File: src/rtl/sir_afw_pkg.sv
package sir_afw_pkg;

   localparam logic [7:0] CE_BYTE       = 8'h7D;
   localparam logic [7:0] BOF_BYTE      = 8'hC0;
   localparam logic [7:0] EOF_BYTE      = 8'hC1;
   localparam logic [7:0] ESC_XOR       = 8'h20;
   localparam logic [7:0] XBOF_BYTE     = 8'hFF;
   localparam logic [5:0] MAX_EXTRA_BOF = 6'd48;
   localparam logic [15:0] CRC_POLY     = 16'h8408;
   localparam logic [15:0] CRC_INIT     = 16'hFFFF;

   localparam int QUEUE_DEPTH = 4;
   localparam int QPTR_W      = $clog2(QUEUE_DEPTH);
   localparam int QCNT_W      = $clog2(QUEUE_DEPTH + 1);

   typedef struct packed {
      logic [7:0] data_byte;
      logic       first_of_frame;
      logic       last_of_frame;
   } req_type;

   typedef struct packed {
      logic [7:0] out_byte;
      logic       last_of_run;
      logic       frame_end;
   } rsp_type;

   // classified work item handed from front to back
   typedef struct packed {
      logic [7:0]  data_byte;
      logic        first_of_frame;
      logic        last_of_frame;
      logic [5:0]  bof_count;
      logic [15:0] fcs;
   } entry_type;

   typedef struct packed {
      logic      push;
      entry_type entry;
   } push_type;

   typedef struct packed {
      logic      valid;
      entry_type entry;
   } head_type;

   // reflected CRC-16-CCITT, one byte
   function automatic logic [15:0] crc_byte(input logic [15:0] crc, input logic [7:0] b);
      logic [15:0] c;
      c = crc ^ {8'h00, b};
      for (int i = 0; i < 8; i++) begin
         if (c[0]) begin
            c = (c >> 1) ^ CRC_POLY;
         end else begin
            c = c >> 1;
         end
      end
      return c;
   endfunction

   function automatic logic needs_escape(input logic [7:0] b);
      return (b == CE_BYTE) || (b == BOF_BYTE) || (b == EOF_BYTE);
   endfunction

endpackage

File: src/rtl/sir_afw_front.sv
module sir_afw_front (
   input  logic                 clock,
   input  logic                 reset,
   input  logic                 req_valid,
   output logic                 req_ready,
   input  sir_afw_pkg::req_type req_payload,
   input  logic                 csr_valid,
   output logic                 csr_ready,
   input  logic [5:0]           csr_data,
   input  logic                 queue_full,
   output sir_afw_pkg::push_type push
);
   import sir_afw_pkg::*;

   logic [5:0]  extra_bof_ff, extra_bof_in;
   logic [15:0] crc_ff, crc_in;
   logic [15:0] crc_base;
   logic [15:0] crc_next;
   logic [5:0]  bof_sat;
   logic        accept;

   assign csr_ready = 1'b1;
   assign req_ready = !queue_full;
   assign accept    = req_valid && req_ready;

   assign bof_sat  = (extra_bof_ff > MAX_EXTRA_BOF) ? MAX_EXTRA_BOF : extra_bof_ff;
   assign crc_base = req_payload.first_of_frame ? CRC_INIT : crc_ff;
   assign crc_next = crc_byte(crc_base, req_payload.data_byte);

   always_comb begin
      extra_bof_in = extra_bof_ff;
      if (csr_valid && csr_ready) begin
         extra_bof_in = csr_data;
      end
      crc_in = crc_ff;
      if (accept) begin
         crc_in = req_payload.last_of_frame ? CRC_INIT : crc_next;
      end
   end

   always_comb begin
      push.push                 = accept;
      push.entry.data_byte      = req_payload.data_byte;
      push.entry.first_of_frame = req_payload.first_of_frame;
      push.entry.last_of_frame  = req_payload.last_of_frame;
      push.entry.bof_count      = req_payload.first_of_frame ? bof_sat : 6'd0;
      push.entry.fcs            = ~crc_next;
   end

   always_ff @(posedge clock) begin
      if (reset) begin
         extra_bof_ff <= 6'd0;
         crc_ff       <= CRC_INIT;
      end else begin
         extra_bof_ff <= extra_bof_in;
         crc_ff       <= crc_in;
      end
   end

endmodule

File: src/rtl/sir_afw_queue.sv
module sir_afw_queue (
   input  logic                  clock,
   input  logic                  reset,
   input  sir_afw_pkg::push_type push,
   output logic                  full,
   output sir_afw_pkg::head_type head,
   input  logic                  pop
);
   import sir_afw_pkg::*;

   entry_type          slots_ff [QUEUE_DEPTH];
   logic [QPTR_W-1:0]  wr_ptr_ff, wr_ptr_in;
   logic [QPTR_W-1:0]  rd_ptr_ff, rd_ptr_in;
   logic [QCNT_W-1:0]  count_ff, count_in;
   logic               do_push;
   logic               do_pop;

   assign full       = (count_ff == QCNT_W'(QUEUE_DEPTH));
   assign do_push    = push.push && !full;
   assign do_pop     = pop && (count_ff != '0);
   assign head.valid = (count_ff != '0);
   assign head.entry = slots_ff[rd_ptr_ff];

   always_comb begin
      wr_ptr_in = do_push ? QPTR_W'(wr_ptr_ff + 1'b1) : wr_ptr_ff;
      rd_ptr_in = do_pop ? QPTR_W'(rd_ptr_ff + 1'b1) : rd_ptr_ff;
      count_in  = count_ff;
      if (do_push && !do_pop) begin
         count_in = QCNT_W'(count_ff + 1'b1);
      end else if (do_pop && !do_push) begin
         count_in = QCNT_W'(count_ff - 1'b1);
      end
   end

   always_ff @(posedge clock) begin
      if (do_push) begin
         slots_ff[wr_ptr_ff] <= push.entry;
      end
   end

   always_ff @(posedge clock) begin
      if (reset) begin
         wr_ptr_ff <= '0;
         rd_ptr_ff <= '0;
         count_ff  <= '0;
      end else begin
         wr_ptr_ff <= wr_ptr_in;
         rd_ptr_ff <= rd_ptr_in;
         count_ff  <= count_in;
      end
   end

endmodule

File: src/rtl/sir_afw_back.sv
module sir_afw_back (
   input  logic                  clock,
   input  logic                  reset,
   input  sir_afw_pkg::head_type head,
   output logic                  pop,
   output logic                  rsp_valid,
   input  logic                  rsp_ready,
   output sir_afw_pkg::rsp_type  rsp_payload
);
   import sir_afw_pkg::*;

   typedef enum logic [6:0] {
      ST_START  = 7'b0000001,
      ST_XBOF   = 7'b0000010,
      ST_BOF    = 7'b0000100,
      ST_DATA   = 7'b0001000,
      ST_FCS_LO = 7'b0010000,
      ST_FCS_HI = 7'b0100000,
      ST_EOF    = 7'b1000000
   } phase_type;

   phase_type  phase_ff, phase_in;
   phase_type  cur;
   logic [5:0] cnt_ff, cnt_in;
   logic       esc_ff, esc_in;
   logic       out_valid_ff, out_valid_in;
   rsp_type    out_ff, out_in;
   logic       emit;
   logic       run_end;
   logic       is_eof;
   logic [7:0] src;
   logic [7:0] line_byte;
   phase_type  adv;

   assign emit = head.valid && (!out_valid_ff || rsp_ready);
   assign pop  = emit && run_end;

   // effective phase: a fresh entry picks its own starting point
   always_comb begin
      cur = phase_ff;
      if (phase_ff == ST_START) begin
         if (head.entry.first_of_frame && (head.entry.bof_count != 6'd0)) begin
            cur = ST_XBOF;
         end else if (head.entry.first_of_frame) begin
            cur = ST_BOF;
         end else begin
            cur = ST_DATA;
         end
      end
   end

   always_comb begin
      case (cur)
         ST_FCS_LO: src = head.entry.fcs[7:0];
         ST_FCS_HI: src = head.entry.fcs[15:8];
         default:   src = head.entry.data_byte;
      endcase
   end

   always_comb begin
      phase_in  = phase_ff;
      cnt_in    = cnt_ff;
      esc_in    = esc_ff;
      run_end   = 1'b0;
      is_eof    = 1'b0;
      line_byte = src;
      adv       = ST_START;
      unique case (cur)
         ST_XBOF: begin
            line_byte = XBOF_BYTE;
            if (6'(cnt_ff + 6'd1) == head.entry.bof_count) begin
               cnt_in   = 6'd0;
               phase_in = ST_BOF;
            end else begin
               cnt_in   = 6'(cnt_ff + 6'd1);
               phase_in = ST_XBOF;
            end
         end
         ST_BOF: begin
            line_byte = BOF_BYTE;
            phase_in  = ST_DATA;
         end
         ST_EOF: begin
            line_byte = EOF_BYTE;
            is_eof    = 1'b1;
            run_end   = 1'b1;
            phase_in  = ST_START;
         end
         default: begin
            // data or FCS byte, escaped when it collides with a framing code
            if (cur == ST_DATA) begin
               adv = head.entry.last_of_frame ? ST_FCS_LO : ST_START;
            end else if (cur == ST_FCS_LO) begin
               adv = ST_FCS_HI;
            end else begin
               adv = ST_EOF;
            end
            if (needs_escape(src) && !esc_ff) begin
               line_byte = CE_BYTE;
               esc_in    = 1'b1;
               phase_in  = cur;
            end else begin
               line_byte = esc_ff ? (src ^ ESC_XOR) : src;
               esc_in    = 1'b0;
               phase_in  = adv;
               run_end   = (adv == ST_START);
            end
         end
      endcase
   end

   always_comb begin
      out_in.out_byte    = line_byte;
      out_in.last_of_run = run_end;
      out_in.frame_end   = is_eof;
      out_valid_in       = out_valid_ff;
      if (emit) begin
         out_valid_in = 1'b1;
      end else if (rsp_ready) begin
         out_valid_in = 1'b0;
      end
   end

   always_ff @(posedge clock) begin
      if (emit) begin
         out_ff <= out_in;
      end
   end

   always_ff @(posedge clock) begin
      if (reset) begin
         phase_ff     <= ST_START;
         cnt_ff       <= 6'd0;
         esc_ff       <= 1'b0;
         out_valid_ff <= 1'b0;
      end else begin
         out_valid_ff <= out_valid_in;
         if (emit) begin
            phase_ff <= phase_in;
            cnt_ff   <= cnt_in;
            esc_ff   <= esc_in;
         end
      end
   end

   assign rsp_valid   = out_valid_ff;
   assign rsp_payload = out_ff;

   a_cnt_only_in_xbof: assert property (@(posedge clock) disable iff (reset)
      (cnt_ff != 6'd0) |-> (phase_ff == ST_XBOF))
      else $error("extra BOF count live outside extra BOF phase");

   a_esc_phase: assert property (@(posedge clock) disable iff (reset)
      esc_ff |-> (phase_ff == ST_DATA || phase_ff == ST_FCS_LO || phase_ff == ST_FCS_HI))
      else $error("escape pending outside an escapable phase");

   a_pop_restarts: assert property (@(posedge clock) disable iff (reset)
      pop |=> (phase_ff == ST_START && !esc_ff))
      else $error("entry retired without returning to start");

   a_eof_ends_run: assert property (@(posedge clock) disable iff (reset)
      (rsp_valid && rsp_payload.frame_end) |-> rsp_payload.last_of_run)
      else $error("EOF not marked as end of run");

endmodule

File: src/rtl/sir_async_frame_wrapper_core.sv
// IrDA SIR async frame wrapper.
// req_*: one raw frame byte per transfer with first/last-of-frame marks.
// csr_*: write of the extra BOF count (6 bits, values above 48 act as 48);
//   always ready, change it only while the block is idle.
// rsp_*: one line byte per transfer; last_of_run marks the final byte caused
//   by an input byte, frame_end marks the closing EOF.
// Front: CRC-16 (IrDA) update, classify, one byte per cycle unless queue full.
// A 4-entry queue decouples the front from the back-end byte sequencer.
// Back: emits extra BOFs, BOF, escaped data, escaped FCS and EOF, one line
//   byte per cycle unless the output stalls, into a registered output.
// On an idle block a req transfer goes into the queue, then into the output
//   register, which raises rsp_valid. An item yields 1 line byte if plain, 2
//   if escaped, plus BOF/FCS/EOF bytes; the back-end sequencer, one byte per
//   cycle unless the output stalls, sets the rate.
// Reset: clears the queue, sequencer and output valid, CRC to 0xFFFF, extra
//   BOF count to 0.
// rsp_ready low holds the output byte; the queue absorbs up to four more
//   items before req_ready drops.
module sir_async_frame_wrapper_core (
   input  logic                 clock,
   input  logic                 reset,
   input  logic                 req_valid,
   output logic                 req_ready,
   input  sir_afw_pkg::req_type req_payload,
   output logic                 rsp_valid,
   input  logic                 rsp_ready,
   output sir_afw_pkg::rsp_type rsp_payload,
   input  logic                 csr_valid,
   output logic                 csr_ready,
   input  logic [5:0]           csr_data
);
   import sir_afw_pkg::*;

   push_type push;
   head_type head;
   logic     queue_full;
   logic     pop;

   // classify and CRC each byte on transfer
   sir_afw_front u_front (
      .clock       (clock),
      .reset       (reset),
      .req_valid   (req_valid),
      .req_ready   (req_ready),
      .req_payload (req_payload),
      .csr_valid   (csr_valid),
      .csr_ready   (csr_ready),
      .csr_data    (csr_data),
      .queue_full  (queue_full),
      .push        (push)
   );

   sir_afw_queue u_queue (
      .clock (clock),
      .reset (reset),
      .push  (push),
      .full  (queue_full),
      .head  (head),
      .pop   (pop)
   );

   // line byte sequencer; retires an entry on its last line byte
   sir_afw_back u_back (
      .clock       (clock),
      .reset       (reset),
      .head        (head),
      .pop         (pop),
      .rsp_valid   (rsp_valid),
      .rsp_ready   (rsp_ready),
      .rsp_payload (rsp_payload)
   );

endmodule

File: config.mk
export PLATFORM = sky130hd
export DESIGN_NAME = sir_async_frame_wrapper_core
export DESIGN_NICKNAME = d
export VERILOG_FILES = /design/src/rtl/sir_afw_pkg.sv /design/src/rtl/sir_afw_front.sv /design/src/rtl/sir_afw_queue.sv /design/src/rtl/sir_afw_back.sv /design/src/rtl/sir_async_frame_wrapper_core.sv
export SDC_FILE = /design/constraint.sdc
export NUM_CORES = 1
export LEC_CHECK = 0
export ABC_AREA = 1
export BUFFER_PORTS_ARGS = -buffer_cell sky130_fd_sc_hd__buf_2
export CORE_ASPECT_RATIO = 2
export CORE_MARGIN = 2
export CORE_UTILIZATION = 50
export CTS_CLUSTER_DIAMETER = 80
export DETAILED_ROUTE_END_ITERATION = 16
export PLACE_DENSITY = 0.67
export SLEW_MARGIN = 20
export SYNTH_ARGS = -nofsm -noshare
export SYNTH_HDL_FRONTEND = slang
export SYNTH_SLANG_ARGS = --single-unit
File: constraint.sdc
create_clock -name clock -period 5.7 [get_ports clock]
set_clock_uncertainty 0.05 [all_clocks]
set_input_delay 0.57 -clock clock [delete_from_list [all_inputs] [get_ports clock]]
set_output_delay 0.57 -clock clock [all_outputs]
set_load 0.005 [all_outputs]
==> parameters.txt, run 1 <==
Parameter                              Value

Critical path
  Worst EP required ... slightly below 6 ns
  Cell class contributing the biggest share of worst-path delay ... simple AND/OR/NAND/NOR gates
  Crit path max-delay cell type ... sky130_fd_sc_hd__inv_2
  CP endpoint kind ... flip-flop
  Number of buffer and inverter stages on the critical path ... 2
  Kind of launch point of the worst setup path ... flip-flop
  Crit Path Class ... reg2reg
  Highest cell delay on the worst timing path ... 0.48 ns
  Critical path data arrival time ... around 4.6 ns
  Most common cell type on the critical path ... sky130_fd_sc_hd__nand2_1
  Sequence of cells on the critical path ... inv_2 -> nand3_1 -> nand2_1 -> nand2_1 -> nor2_1 -> nand2_1 -> nand2_1 -> nand3_2 -> nor2_4 -> o21ai_2 -> a21oi_1 -> nand3_1 -> nand2_1 -> nand3_4 -> nand2_4 -> nand2_4 -> nand2_4 -> ha_1 -> inv_1 -> fa_1 -> a21oi_1 -> o21ai_0 -> o21ai_0 -> a21oi_1
  Maximum fanout encountered on the critical timing path ... 32

Floorplan
  Core area ... about 16000 um^2
  Number of ports placed on the die boundary ... 34
  Initial core utilization ... 0.5079
  Vertical die dimension ... 182.6 um
  Die Outline Area ... between 15000 and 20000 um^2
  Standard-cell row count ... 65
  Horizontal extent of the die ... between 90 and 100 um

Synth
  Predominant post-synthesis flop cell ... sky130_fd_sc_hd__edfxtp_1
  Multiplexer share of the synthesized area ... 0
  Largest area contributor in the synthesized netlist ... sky130_fd_sc_hd__edfxtp_1
  Post-Syn Nets ... between 700 and 800
  Biggest area contributors in the synthesized netlist ... sky130_fd_sc_hd__edfxtp_1, sky130_fd_sc_hd__dfxtp_1, sky130_fd_sc_hd__o21ai_0, sky130_fd_sc_hd__nand2_1, sky130_fd_sc_hd__nor2_1
  Simple-gate share of the synthesized area ... 0.1660
  Post-synth EDFFs ... ~140
  Cell with the most instances after synthesis ... sky130_fd_sc_hd__edfxtp_1
  Largest family of logic cells by synthesized area ... simple AND/OR/NAND/NOR gates
  Average size of a mapped cell ... around 11 um^2
  Yosys warning count ... 0
  List of most frequent post-synthesis cells ... sky130_fd_sc_hd__edfxtp_1, sky130_fd_sc_hd__nand2_1, sky130_fd_sc_hd__nor2_1
  Post-synthesis sequential area ratio ... 0.6353
  Top-area cell type share of the netlist area ... 0.5198
  Compound-cell area share of the yosys netlist ... 0.09997
  Register bit total from synthesis ... 184
  Adder and majority gate portion of the synthesized area ... 0.01193
  Xor-xnor portion of the synthesized cell area ... 0.03735
  Mapped Area ... roughly 8000 um^2
  Number of distinct library cells after synthesis ... 40
  Number of standard cells after synthesis ... between 700 and 800
  Async set-reset flop share out of synthesis ... 0

STA
  Number of failing hold endpoints at the final stage ... 0
  Max-slew violation total from the final report ... 0
  RSZ-0062 raised after global routing ... no
  Worst-case headroom to the max-slew limit ... 0.2835
  Crit path time final ... 4.300 ns
  Total negative slack for setup checks ... 0 ns
  Final period util ... 0.7543
  Maximum frequency from static timing analysis ... between 0.2 and 0.25 GHz
  Number of endpoints failing setup at the final stage ... 0
  Pin slew with the least headroom to its limit ... 1.074 ns

GRT
  Via count of the first global-routing pass ... between 5000 and 6000
  Global-route wire length before repair ... ~28000 um
  Overflow after GRT ... 0
  Global-route usage over all layers ... 0.2218
  Antenna violations before repair ... 0
  Largest net degree at the start of global routing ... between 60 and 70

Cells and area
  Number of inserted diodes ... 0
  Growth of design area from synthesis to finish ... 11.46%
  Share of layout cells above drive strength 1 ... 0.1348
  Count of fill cells added during filler insertion ... about 1300
  Final standard cell area without fillers ... between 8000 and 9000 um^2
  Multi-input gate area in the final layout ... about 2500 um^2
  Final Instance Count excl. Fillers ... 1002
  Register area ... approximately 5000 um^2
  Net count, final ... about 820

Power and ir drop
  Post-layout power ... 4.180 mW
  PD cells ... roughly 470 nW/um^2
  Largest voltage drop on the vdd net ... 0.2454 mV
  Leakage component of the power ... roughly 3.3 nW

Clocking
  Cell at the root of the clock tree ... sky130_fd_sc_hd__clkbuf_16
  TritonCTS clock tree ... yes
  Number of hold-repair buffers added at the cts stage ... 0
  Post-cts gate resize count ... 0
  H-tree levels ... 4
  Buffers inserted during post-CTS setup optimization ... 0
  Clk pin slew, worst setup/hold paths ... approximately 0.07 ns
  Clock net sink count ... 184
  Clock buffers created by TritonCTS ... 17
  Longest Clk Path Bufs ... 2
  Clock latency of the later-clocked register in the worst-skew pair ... roughly 0.43 ns

Route
  Wire length after detailed routing ... 18000 um
  Number of DRC markers in iteration 0 ... roughly 500
  Routed length per instance ... roughly 18 um
  DR pass1 iterations ... 7
  Remaining routing DRC violations ... 0
  Mean number of vias per cell ... about 5.6
  Remaining antenna violation count ... 0
  Vias ... around 5600

Hold path
  Tightest Hold Check Type ... in2reg
  Critical hold path startpoint ... csr_data[4]

Placed design
  Number of buffers inserted by port buffering ... 32
  Detailed Place HPWL ... 11910 um
  Placed standard-cell area ... about 8300 um^2
  RePlAce Congestion ... approximately 0.91
  Post-placement cell count ... between 900 and 1000

Run
  Max-capacitance violation count ... 0

Outcome
  Status ... finished clean
==> routing by layer <==
metal,global-route usage,vias to the layer above,wire length [um]
li1,-,2671,-
met4,0.1100,0,651
met2,0.4167,141,10190
met1,0.2305,2729,6607
met3,0.03757,46,551
met5,0,-,0
==> registers in the layout, summed over array words and instances, names as in the netlist, named ones only <==
register              count
u_queue.slots_ff        128
u_front.crc_ff           16
u_back.rsp_payload       10
u_back.phase_ff           7
u_back.cnt_ff             6
u_front.extra_bof_ff      6
u_queue.count_ff          3
u_queue.rd_ptr_ff         2
u_queue.wr_ptr_ff         2
u_back.esc_ff             1
u_back.rsp_valid          1
==> power breakdown <==
group / internal, mW / total, mW / leakage (nW) / switching, mW
combinational: 0.362 / 1.25 / 1.39 / 0.892
sequential: 1.71 / 1.78 / 1.65 / 0.0744
clock: 0.644 / 1.14 / 0.277 / 0.499
==> stage by stage <==
step                      worst slack, ns  hold WS [ns]  utilization
after floorplan                     2.410        0.3994            -
after global routing                1.017        0.3229       0.5661
final                               1.400        0.3281       0.5661
after CTS                           1.493        0.3197       0.5661
after detailed placement            1.529        0.4221       0.5291
after global placement              1.725        0.4151       0.5291
==> cell families after synthesis <==
| group | count (synthesis) |
|---|---|
| AO/OA/AOI/OAI | 148 |
| XOR/XNOR | 34 |
| adder cells (fa/ha/maj) | 7 |
| buffers and inverters | 91 |
| flip-flops | 184 |
| other | 1 |
| AND/OR/NAND/NOR | 294 |
==> worst min-delay path, stage by stage <==
cell                     delay, ns
sky130_fd_sc_hd__buf_2        0.08
sky130_fd_sc_hd__nor2_1       0.04
sky130_fd_sc_hd__nor2_1       0.08
==> path summary, 6_finish.rpt <==
kind	end	slack (ns)	cells after the start
setup / recovery	u_queue.count_ff[2]	1.40	24
hold / removal	u_front.extra_bof_ff[4]	0.33	3
setup reg to reg	u_queue.count_ff[2]	1.40	24
hold reg to reg	u_front.crc_ff[13]	0.44	2
==> placed cells by master (no fill, tap or decap), types with 4 or more instances in the layout <==
cell type / synthesis / routed
sky130_fd_sc_hd__clkbuf_16: 0 / 18
sky130_fd_sc_hd__edfxtp_1: 138 / 138
sky130_fd_sc_hd__dfxtp_1: 46 / 45
sky130_fd_sc_hd__nor3_1: 5 / 5
sky130_fd_sc_hd__nor2_2: 2 / 6
sky130_fd_sc_hd__inv_2: 4 / 4
sky130_fd_sc_hd__xnor2_1: 20 / 20
sky130_fd_sc_hd__nand2_1: 109 / 109
sky130_fd_sc_hd__nor2_1: 98 / 94
sky130_fd_sc_hd__o22ai_1: 26 / 26
sky130_fd_sc_hd__nand3_2: 4 / 4
sky130_fd_sc_hd__o21ai_0: 82 / 82
sky130_fd_sc_hd__or2_2: 4 / 4
sky130_fd_sc_hd__ha_1: 6 / 6
sky130_fd_sc_hd__inv_1: 55 / 55
sky130_fd_sc_hd__inv_6: 0 / 4
sky130_fd_sc_hd__a21oi_1: 30 / 30
sky130_fd_sc_hd__buf_4: 2 / 9
sky130_fd_sc_hd__nand2_2: 4 / 4
sky130_fd_sc_hd__xor2_1: 14 / 14
sky130_fd_sc_hd__nand3_1: 54 / 54
sky130_fd_sc_hd__buf_2: 0 / 32
==> cell type report <==
type | instances | area share
Tap cell | 201 | 0.02830
Clock buffer | 20 | 0.05266
Sequential cell | 184 | 0.5701
Multi-Input combinational cell | 484 | 0.2851
Timing Repair Buffer | 41 | 0.02563
Inverter | 60 | 0.02534
Clock inverter | 12 | 0.01281
(Power assumes the default switching activity.)
==> run 2: changes to the inputs <==
==> constraint.sdc (replaced) <==
create_clock -name clock -period 4.4 [get_ports clock]
set_clock_uncertainty 0.05 [all_clocks]
set_input_delay 0.44 -clock clock [delete_from_list [all_inputs] [get_ports clock]]
set_output_delay 0.44 -clock clock [all_outputs]
set_load 0.005 [all_outputs]
==> run 2 against run 1 <==
  * Critical path depth rose by 3
  * Clock power grew 36%
  * Core utilization increased by 0.37 points
  * Non-clock buffer count is 3 higher
  * Combinational power grew 34%
  * Largest cell class unchanged
==> parameters.txt, run 2 (synthesis results as in run 1) <==
Parameter                              Value

Outcome
  Status ... finished clean

Cells and area
  Net count, final ... 820 (+0.49%)
  Multi-input gate area in the final layout ... 2540 um^2 (+0.25%)
  Register area ... 5070 um^2 (about the same)
  Growth of design area from synthesis to finish ... 12.18%
  Max reg flops ... 128 (unchanged)
  Final Instance Count excl. Fillers ... 1006 (+0.40%)
  Number of inserted diodes ... 0 (unchanged)
  Commonest non-fill, non-tap cells in the layout ... sky130_fd_sc_hd__edfxtp_1, sky130_fd_sc_hd__nand2_1, sky130_fd_sc_hd__nor2_1, sky130_fd_sc_hd__o21ai_0, sky130_fd_sc_hd__inv_1
  Share of layout cells above drive strength 1 ... 0.1404 (+0.005541)
  Count of fill cells added during filler insertion ... 1327 (-0.23%)
  Commonest non-fill, non-tap cell in the layout ... sky130_fd_sc_hd__edfxtp_1
  Post-layout utilization of the core ... 0.5698 (+0.003667)
  Register with the highest flop count ... u_queue.slots_ff

STA
  Total negative slack for setup checks ... 0 ns (unchanged)
  Pin slew with the least headroom to its limit ... 1.063 ns (-0.01084 ns)
  Maximum frequency from static timing analysis ... 0.2519 GHz (+8.3%)
  Number of failing hold endpoints at the final stage ... 0 (unchanged)
  RSZ-0062 raised after global routing ... no
  Final period util ... 0.9022 (+0.1479)
  Max-slew violation total from the final report ... 0 (unchanged)
  Worst-case headroom to the max-slew limit ... 0.2893 (+0.005769)
  Final critical-path setup slack ... 0.4304 ns (-0.9700 ns)
  Number of endpoints failing setup at the final stage ... 0 (unchanged)
  Crit path time final ... 3.970 ns (-0.3300 ns)

Hold path
  Endpoint with the worst hold slack ... u_front.extra_bof_ff[4]
  Tightest Hold Check Type ... in2reg
  Worst hold path stage count ... 3 (unchanged)
  Critical hold path startpoint ... csr_data[4]

Power and ir drop
  Net switching share of the total power ... 0.3486 (-0.001943)
  Share of total power in the clock network ... 0.280 (+0.007)
  Post-layout power ... 5.545 mW (+33%)
  Switching power total ... 1.933 mW (+32%)
  Leakage component of the power ... 3.353 nW (+0.84%)
  Share of power burned in registers ... 0.419 (-0.008)
  PD cells ... 620.0 nW/um^2 (+32%)
  Gate power share ... 0.301 (about the same)
  Pint ... 3.612 mW (+33%)
  Largest voltage drop on the vdd net ... 0.3144 mV (+28%)

Route
  Vias ... 5570 (-0.30%)
  Mean number of vias per cell ... 5.537 (-0.70%)
  Wire length after detailed routing ... 18800 um (+4.4%)
  Remaining antenna violation count ... 0 (unchanged)
  Highest layer used for signal routing ... met4
  Met2 wire len ... 10560 um (+3.7%)
  Number of DRC markers in iteration 0 ... 456 (-8.4%)
  Remaining routing DRC violations ... 0 (unchanged)
  DR pass1 iterations ... 5 (-2)
  Routed length per instance ... 18.69 um (+4.0%)
  Met3 WL post-DR ... 573 um (+4.0%)
  Post-route met1 wirelength ... 6950 um (+5.2%)

Floorplan
  Vertical die dimension ... 182.6 um (unchanged)
  Initial core utilization ... 0.5079 (unchanged)
  Core area ... 15700 um^2 (unchanged)
  Number of ports placed on the die boundary ... 34 (unchanged)
  Die Outline Area ... 17030 um^2 (unchanged)
  Standard-cell row count ... 65 (unchanged)
  Horizontal extent of the die ... 93.29 um (unchanged)

Clocking
  TritonCTS clock tree ... yes
  Clk pin slew, worst setup/hold paths ... 0.07 ns (about the same)
  H-tree levels ... 4 (unchanged)
  Clock net sink count ... 184 (unchanged)
  Clock latency of the later-clocked register in the worst-skew pair ... 0.43 ns (about the same)
  Cell at the root of the clock tree ... sky130_fd_sc_hd__clkbuf_16
  Clock buffers created by TritonCTS ... 17 (unchanged)
  Longest Clk Path Bufs ... 2 (unchanged)

Critical path
  Reg-to-reg slack, setup ... 0.43 ns (-0.97 ns)
  Worst R2R End ... u_queue.count_ff[2]
  Worst EP required ... 4.67 ns (-1.30 ns)
  R2R cell count ... 27 (+13%)
  CP endpoint kind ... flip-flop
  Maximum fanout encountered on the critical timing path ... 30 (-6.3%)
  Critical path data arrival time ... 4.23 ns (-0.33 ns)
  Crit Path Class ... reg2reg
  Kind of launch point of the worst setup path ... flip-flop

Placed design
  Post-placement cell count ... 972 (+0.21%)
  Detailed Place HPWL ... 12840 um (+7.8%)
  Number of buffers inserted by port buffering ... 32 (unchanged)
  Worst setup slack before clock tree synthesis ... 0.2807 ns (-1.248 ns)
  RePlAce Congestion ... 0.8608 (-5.3%)

GRT
  Overflow after GRT ... 0 (unchanged)
  Global-route wire length before repair ... 29370 um (+3.4%)
  Largest net degree at the start of global routing ... 43 (-34%)
  Global-route usage over all layers ... 0.2317 (+0.009885)
  Antenna violations before repair ... 0 (unchanged)
  Via count of the first global-routing pass ... 5512 (-1.3%)

Run
  Max-capacitance violation count ... 0 (unchanged)
==> run 2: cell types whose count changed in the layout (fill, tap and decap cells not counted), sizes merged <==
cell    change
nor2        +1
clkbuf      -1
buf         +3
bufinv      +2
inv         +1
clkinv      -2
==> run 2: worst max-delay path by stage <==
| stage | end | slack (ns) | depth (start not counted) |
|---|---|---|---|
| 4_1_cts | u_queue.count_ff[2] | 0.27 | 24 |
| 2_1_floorplan | u_queue.count_ff[2] | 1.11 | 29 |
| 6_report | u_queue.count_ff[2] | 0.43 | 27 |
| 5_1_grt | u_queue.count_ff[2] | 0.06 | 26 |
| 3_3_place_gp | u_queue.count_ff[2] | 0.46 | 24 |
| 3_5_place_dp | u_queue.count_ff[2] | 0.28 | 24 |
==> run 2: stage by stage <==
stage               area, um^2  hold WS (ns)
global placement          8319        0.4153
detailed placement        8319        0.4224
finish                    8944        0.1935
CTS                       8919        0.1786
floorplan                 7973        0.3994
global route              8944        0.1882
==> run 2: cell type report <==
type / instances / share of cell area
multi-input cells: 485 / 0.2840
well taps: 201 / 0.02812
clock inverters: 13 / 0.01861
clock buffers: 19 / 0.04841
flip-flops and latches: 184 / 0.5669
inverters: 60 / 0.02518
repair buffers: 44 / 0.02882
==> run 2: repair_timing <==
item | 4_1_cts | 5_1_grt
buffers inserted | 0 | 1
resized for setup | 0 | 4
hold buffers | 0 | 0
endpoints found under the setup margin | 0 | 1
==> run 2: per-layer routing <==
layer / vias up / track usage
li1: 2677 / -
met1: 2723 / 0.2474
met5: - / 0
met3: 34 / 0.03922
met2: 136 / 0.4302
met4: 0 / 0.1112
==> run 2: critical path, cell delays in order (launching register included) <==
cell	delay, ns
sky130_fd_sc_hd__dfxtp_4	0.38
sky130_fd_sc_hd__inv_2	0.15
sky130_fd_sc_hd__buf_6	0.26
sky130_fd_sc_hd__nand2_1	0.08
sky130_fd_sc_hd__nand3_1	0.09
sky130_fd_sc_hd__nand2_1	0.09
sky130_fd_sc_hd__nor2_1	0.14
sky130_fd_sc_hd__nand3_1	0.14
sky130_fd_sc_hd__nand3_2	0.15
sky130_fd_sc_hd__nor2_4	0.08
sky130_fd_sc_hd__nand2_1	0.10
sky130_fd_sc_hd__inv_1	0.10
sky130_fd_sc_hd__nand2_1	0.07
sky130_fd_sc_hd__nand2_1	0.07
sky130_fd_sc_hd__a21oi_1	0.19
sky130_fd_sc_hd__nand2_1	0.11
sky130_fd_sc_hd__nor2_2	0.16
sky130_fd_sc_hd__nand3_4	0.14
sky130_fd_sc_hd__nand2_4	0.09
sky130_fd_sc_hd__nand2_4	0.06
sky130_fd_sc_hd__nand2_4	0.08
sky130_fd_sc_hd__ha_1	0.16
sky130_fd_sc_hd__inv_1	0.07
sky130_fd_sc_hd__fa_1	0.37
sky130_fd_sc_hd__a21oi_1	0.14
sky130_fd_sc_hd__o21ai_0	0.12
sky130_fd_sc_hd__o21ai_0	0.15
sky130_fd_sc_hd__a21oi_1	0.06
==> run 2: power by group through the flow <==
stage,Sequential (mW),Combinational (mW),Clock (mW)
finish,2.33,1.67,1.55
global route,2.35,1.84,1.65
CTS,2.33,1.62,1.58
detailed placement,2.36,1.61,0
global placement,2.35,1.57,0
floorplan,2.34,1.17,0
==> run 3: changes to the inputs <==
--- a/config.mk
+++ b/config.mk
@@ -12,6 +12,7 @@
 export CORE_UTILIZATION = 50
 export CTS_CLUSTER_DIAMETER = 80
 export DETAILED_ROUTE_END_ITERATION = 16
+export GPL_TIMING_DRIVEN = 0
 export PLACE_DENSITY = 0.67
 export SLEW_MARGIN = 20
 export SYNTH_ARGS = -nofsm -noshare
==> run 3 against run 2 <==
  * Via count increased by 2.7%
  * Die area unchanged
  * Register-to-register slack better by 0.05 ns
  * Wire length rose by 2.5%
  * Global-route usage rose by 0.54 points
  * Sequential share of layout area is 1.0 points lower
  * Critical path depth unchanged
  * Final area increased by 1.8%
  * Clock power is 5% lower
  * First-iteration DRC count is 23% lower
  * Critical endpoint unchanged
  * Largest cell class unchanged
  * Highest routed layer unchanged
==> parameters.txt, run 3 (synthesis results as in run 1) <==
Parameter                              Value

STA
  Final period util ... 0.8899 (-0.01230)
  Crit path time final ... 3.915 ns (-0.05411 ns)
  Maximum frequency from static timing analysis ... 0.2554 GHz (+1.4%)
  Total negative slack for setup checks ... 0 ns (unchanged)
  Max-slew violation total from the final report ... 0 (unchanged)
  Number of failing hold endpoints at the final stage ... 0 (unchanged)
  Number of endpoints failing setup at the final stage ... 0 (unchanged)
  Worst-case headroom to the max-slew limit ... 0.3566 (+0.06736)
  Worst hold-check slack ... 0.1899 ns (-0.003594 ns)
  Pin slew with the least headroom to its limit ... 0.9582 ns (-0.1045 ns)
  RSZ-0062 raised after global routing ... no

Floorplan
  Horizontal extent of the die ... 93.29 um (unchanged)
  Number of ports placed on the die boundary ... 34 (unchanged)
  Initial core utilization ... 0.5079 (unchanged)
  Standard-cell row count ... 65 (unchanged)
  Die Outline Area ... 17030 um^2 (unchanged)
  Core area ... 15700 um^2 (unchanged)
  Vertical die dimension ... 182.6 um (unchanged)

Route
  Wire length after detailed routing ... 19270 um (+2.5%)
  Remaining routing DRC violations ... 0 (unchanged)
  Routed length per instance ... 18.71 um (about the same)
  Mean number of vias per cell ... 5.556 (+0.35%)
  DR pass1 iterations ... 5 (unchanged)
  Vias ... 5723 (+2.7%)
  Number of DRC markers in iteration 0 ... 352 (-23%)
  Remaining antenna violation count ... 0 (unchanged)

Clocking
  TritonCTS clock tree ... yes
  Clock net sink count ... 184 (unchanged)
  Clock latency of the later-clocked register in the worst-skew pair ... 0.44 ns (about the same)
  H-tree levels ... 4 (unchanged)
  Clk pin slew, worst setup/hold paths ... 0.07 ns (about the same)
  Number of hold-repair buffers added at the cts stage ... 0 (unchanged)
  Longest Clk Path Bufs ... 2 (unchanged)
  Clock buffers created by TritonCTS ... 17 (unchanged)
  Cell at the root of the clock tree ... sky130_fd_sc_hd__clkbuf_16

Cells and area
  Growth of design area from synthesis to finish ... 14.17%
  Share of layout cells above drive strength 1 ... 0.1363 (-0.004064)
  Register with the highest flop count ... u_queue.slots_ff
  Net count, final ... 844 (+2.9%)
  Post-layout utilization of the core ... 0.5799 (+0.01012)
  Commonest non-fill, non-tap cells in the layout ... sky130_fd_sc_hd__edfxtp_1, sky130_fd_sc_hd__nand2_1, sky130_fd_sc_hd__nor2_1, sky130_fd_sc_hd__o21ai_0, sky130_fd_sc_hd__inv_1
  Number of inserted diodes ... 0 (unchanged)
  Commonest non-fill, non-tap cell in the layout ... sky130_fd_sc_hd__edfxtp_1
  Max reg flops ... 128 (unchanged)
  Final standard cell area without fillers ... 9102 um^2 (+1.8%)

Critical path
  Kind of launch point of the worst setup path ... flip-flop
  CP endpoint kind ... flip-flop
  Worst EP required ... 4.68 ns (about the same)
  Critical path data arrival time ... 4.20 ns (-0.03 ns)
  Maximum fanout encountered on the critical timing path ... 10 (-67%)
  Crit Path Class ... reg2reg

Power and ir drop
  Post-layout power ... 5.566 mW (+0.39%)
  PD cells ... 611.5 nW/um^2 (-1.4%)
  Leakage component of the power ... 3.396 nW (+1.3%)
  Largest voltage drop on the vdd net ... 0.3656 mV (+16%)

GRT
  Global-route wire length before repair ... 29950 um (+2.0%)
  Via count of the first global-routing pass ... 5889 (+6.8%)
  Largest net degree at the start of global routing ... 23 (-47%)
  Antenna violations before repair ... 0 (unchanged)
  Global-route usage over all layers ... 0.2371 (+0.005398)
  Overflow after GRT ... 0 (unchanged)

Placed design
  Placed standard-cell area ... 8519 um^2 (+2.4%)
  Number of buffers inserted by port buffering ... 32 (unchanged)
  Detailed Place HPWL ... 13940 um (+8.6%)
  RePlAce Congestion ... 0.8511 (-1.1%)

Outcome
  Status ... finished clean

Hold path
  Tightest Hold Check Type ... in2reg

Run
  Max-capacitance violation count ... 0 (unchanged)
==> run 3: per-layer routing <==
| layer | global-route usage | wire length [um] | vias to the layer above |
|---|---|---|---|
| met1 | 0.2226 | 6603 | 2776 |
| li1 | - | - | 2738 |
| met2 | 0.4532 | 10940 | 152 |
| met5 | 0 | 0 | - |
| met4 | 0.1482 | 1044 | 0 |
| met3 | 0.04253 | 682 | 57 |
==> run 3: area by class of cell <==
type | count | area, um^2
fillers | 1327 | 6594
flip-flops and latches | 184 | 5066
multi-input cells | 484 | 2554
clock buffers | 20 | 456.7
repair buffers | 38 | 266.5
well taps | 201 | 251.5
inverters | 60 | 225.2
plain buffers | 31 | 165.2
clock inverters | 12 | 117.6
==> run 3: path summary, 6_finish.rpt <==
kind                            cells after the start                       to         startpoint  slack (ns)
worst max-delay path                               27      u_queue.count_ff[2]          flip-flop        0.48
worst min-delay path                                1  u_queue.slots_ff[3][23]     req_payload[1]        0.19
worst max register to register                     27      u_queue.count_ff[2]          flip-flop        0.48
worst min register to register                      2        u_front.crc_ff[9]  u_front.crc_ff[9]        0.44
==> run 3: critical path, stage by stage, from the launching register on <==
cell,delay (ns)
sky130_fd_sc_hd__dfxtp_1,0.33
sky130_fd_sc_hd__buf_6,0.14
sky130_fd_sc_hd__nand2_1,0.06
sky130_fd_sc_hd__nand3_1,0.07
sky130_fd_sc_hd__nand2_1,0.19
sky130_fd_sc_hd__nand2_1,0.08
sky130_fd_sc_hd__nor2_1,0.16
sky130_fd_sc_hd__nand2_1,0.07
sky130_fd_sc_hd__nand2_1,0.11
sky130_fd_sc_hd__nand3_2,0.14
sky130_fd_sc_hd__nor2_4,0.20
sky130_fd_sc_hd__o21ai_2,0.17
sky130_fd_sc_hd__nand2_1,0.14
sky130_fd_sc_hd__nand3_2,0.12
sky130_fd_sc_hd__nor2_1,0.14
sky130_fd_sc_hd__nand3_1,0.08
sky130_fd_sc_hd__nand2_1,0.12
sky130_fd_sc_hd__nand3_4,0.12
sky130_fd_sc_hd__nand2_4,0.08
sky130_fd_sc_hd__nand2_4,0.08
sky130_fd_sc_hd__nand2_4,0.10
sky130_fd_sc_hd__ha_1,0.15
sky130_fd_sc_hd__inv_1,0.07
sky130_fd_sc_hd__fa_1,0.37
sky130_fd_sc_hd__a21oi_1,0.14
sky130_fd_sc_hd__o21ai_0,0.13
sky130_fd_sc_hd__o21ai_1,0.14
sky130_fd_sc_hd__a21oi_1,0.05
==> run 3: report_power, final <==
group / internal, mW / leakage, nW / switching (mW)
sequential: 2.21 / 1.65 / 0.0946
combinational: 0.559 / 1.47 / 1.23
clock: 0.816 / 0.275 / 0.655
==> run 3: stage by stage <==
step                std cells  setup slack (ns)
floorplan                 759             1.110
global placement          992            0.5104
detailed placement        997            0.4251
CTS                      1029            0.3969
global route             1030           0.04989
finish                   1030            0.4845
==> run 3: repair_timing <==
| item | 4_1_cts | 5_1_grt |
|---|---|---|
| endpoints found under the hold margin | 0 | 0 |
| endpoints found under the setup margin | 0 | 1 |
| resized for setup | 0 | 2 |
| buffers inserted | 0 | 1 |
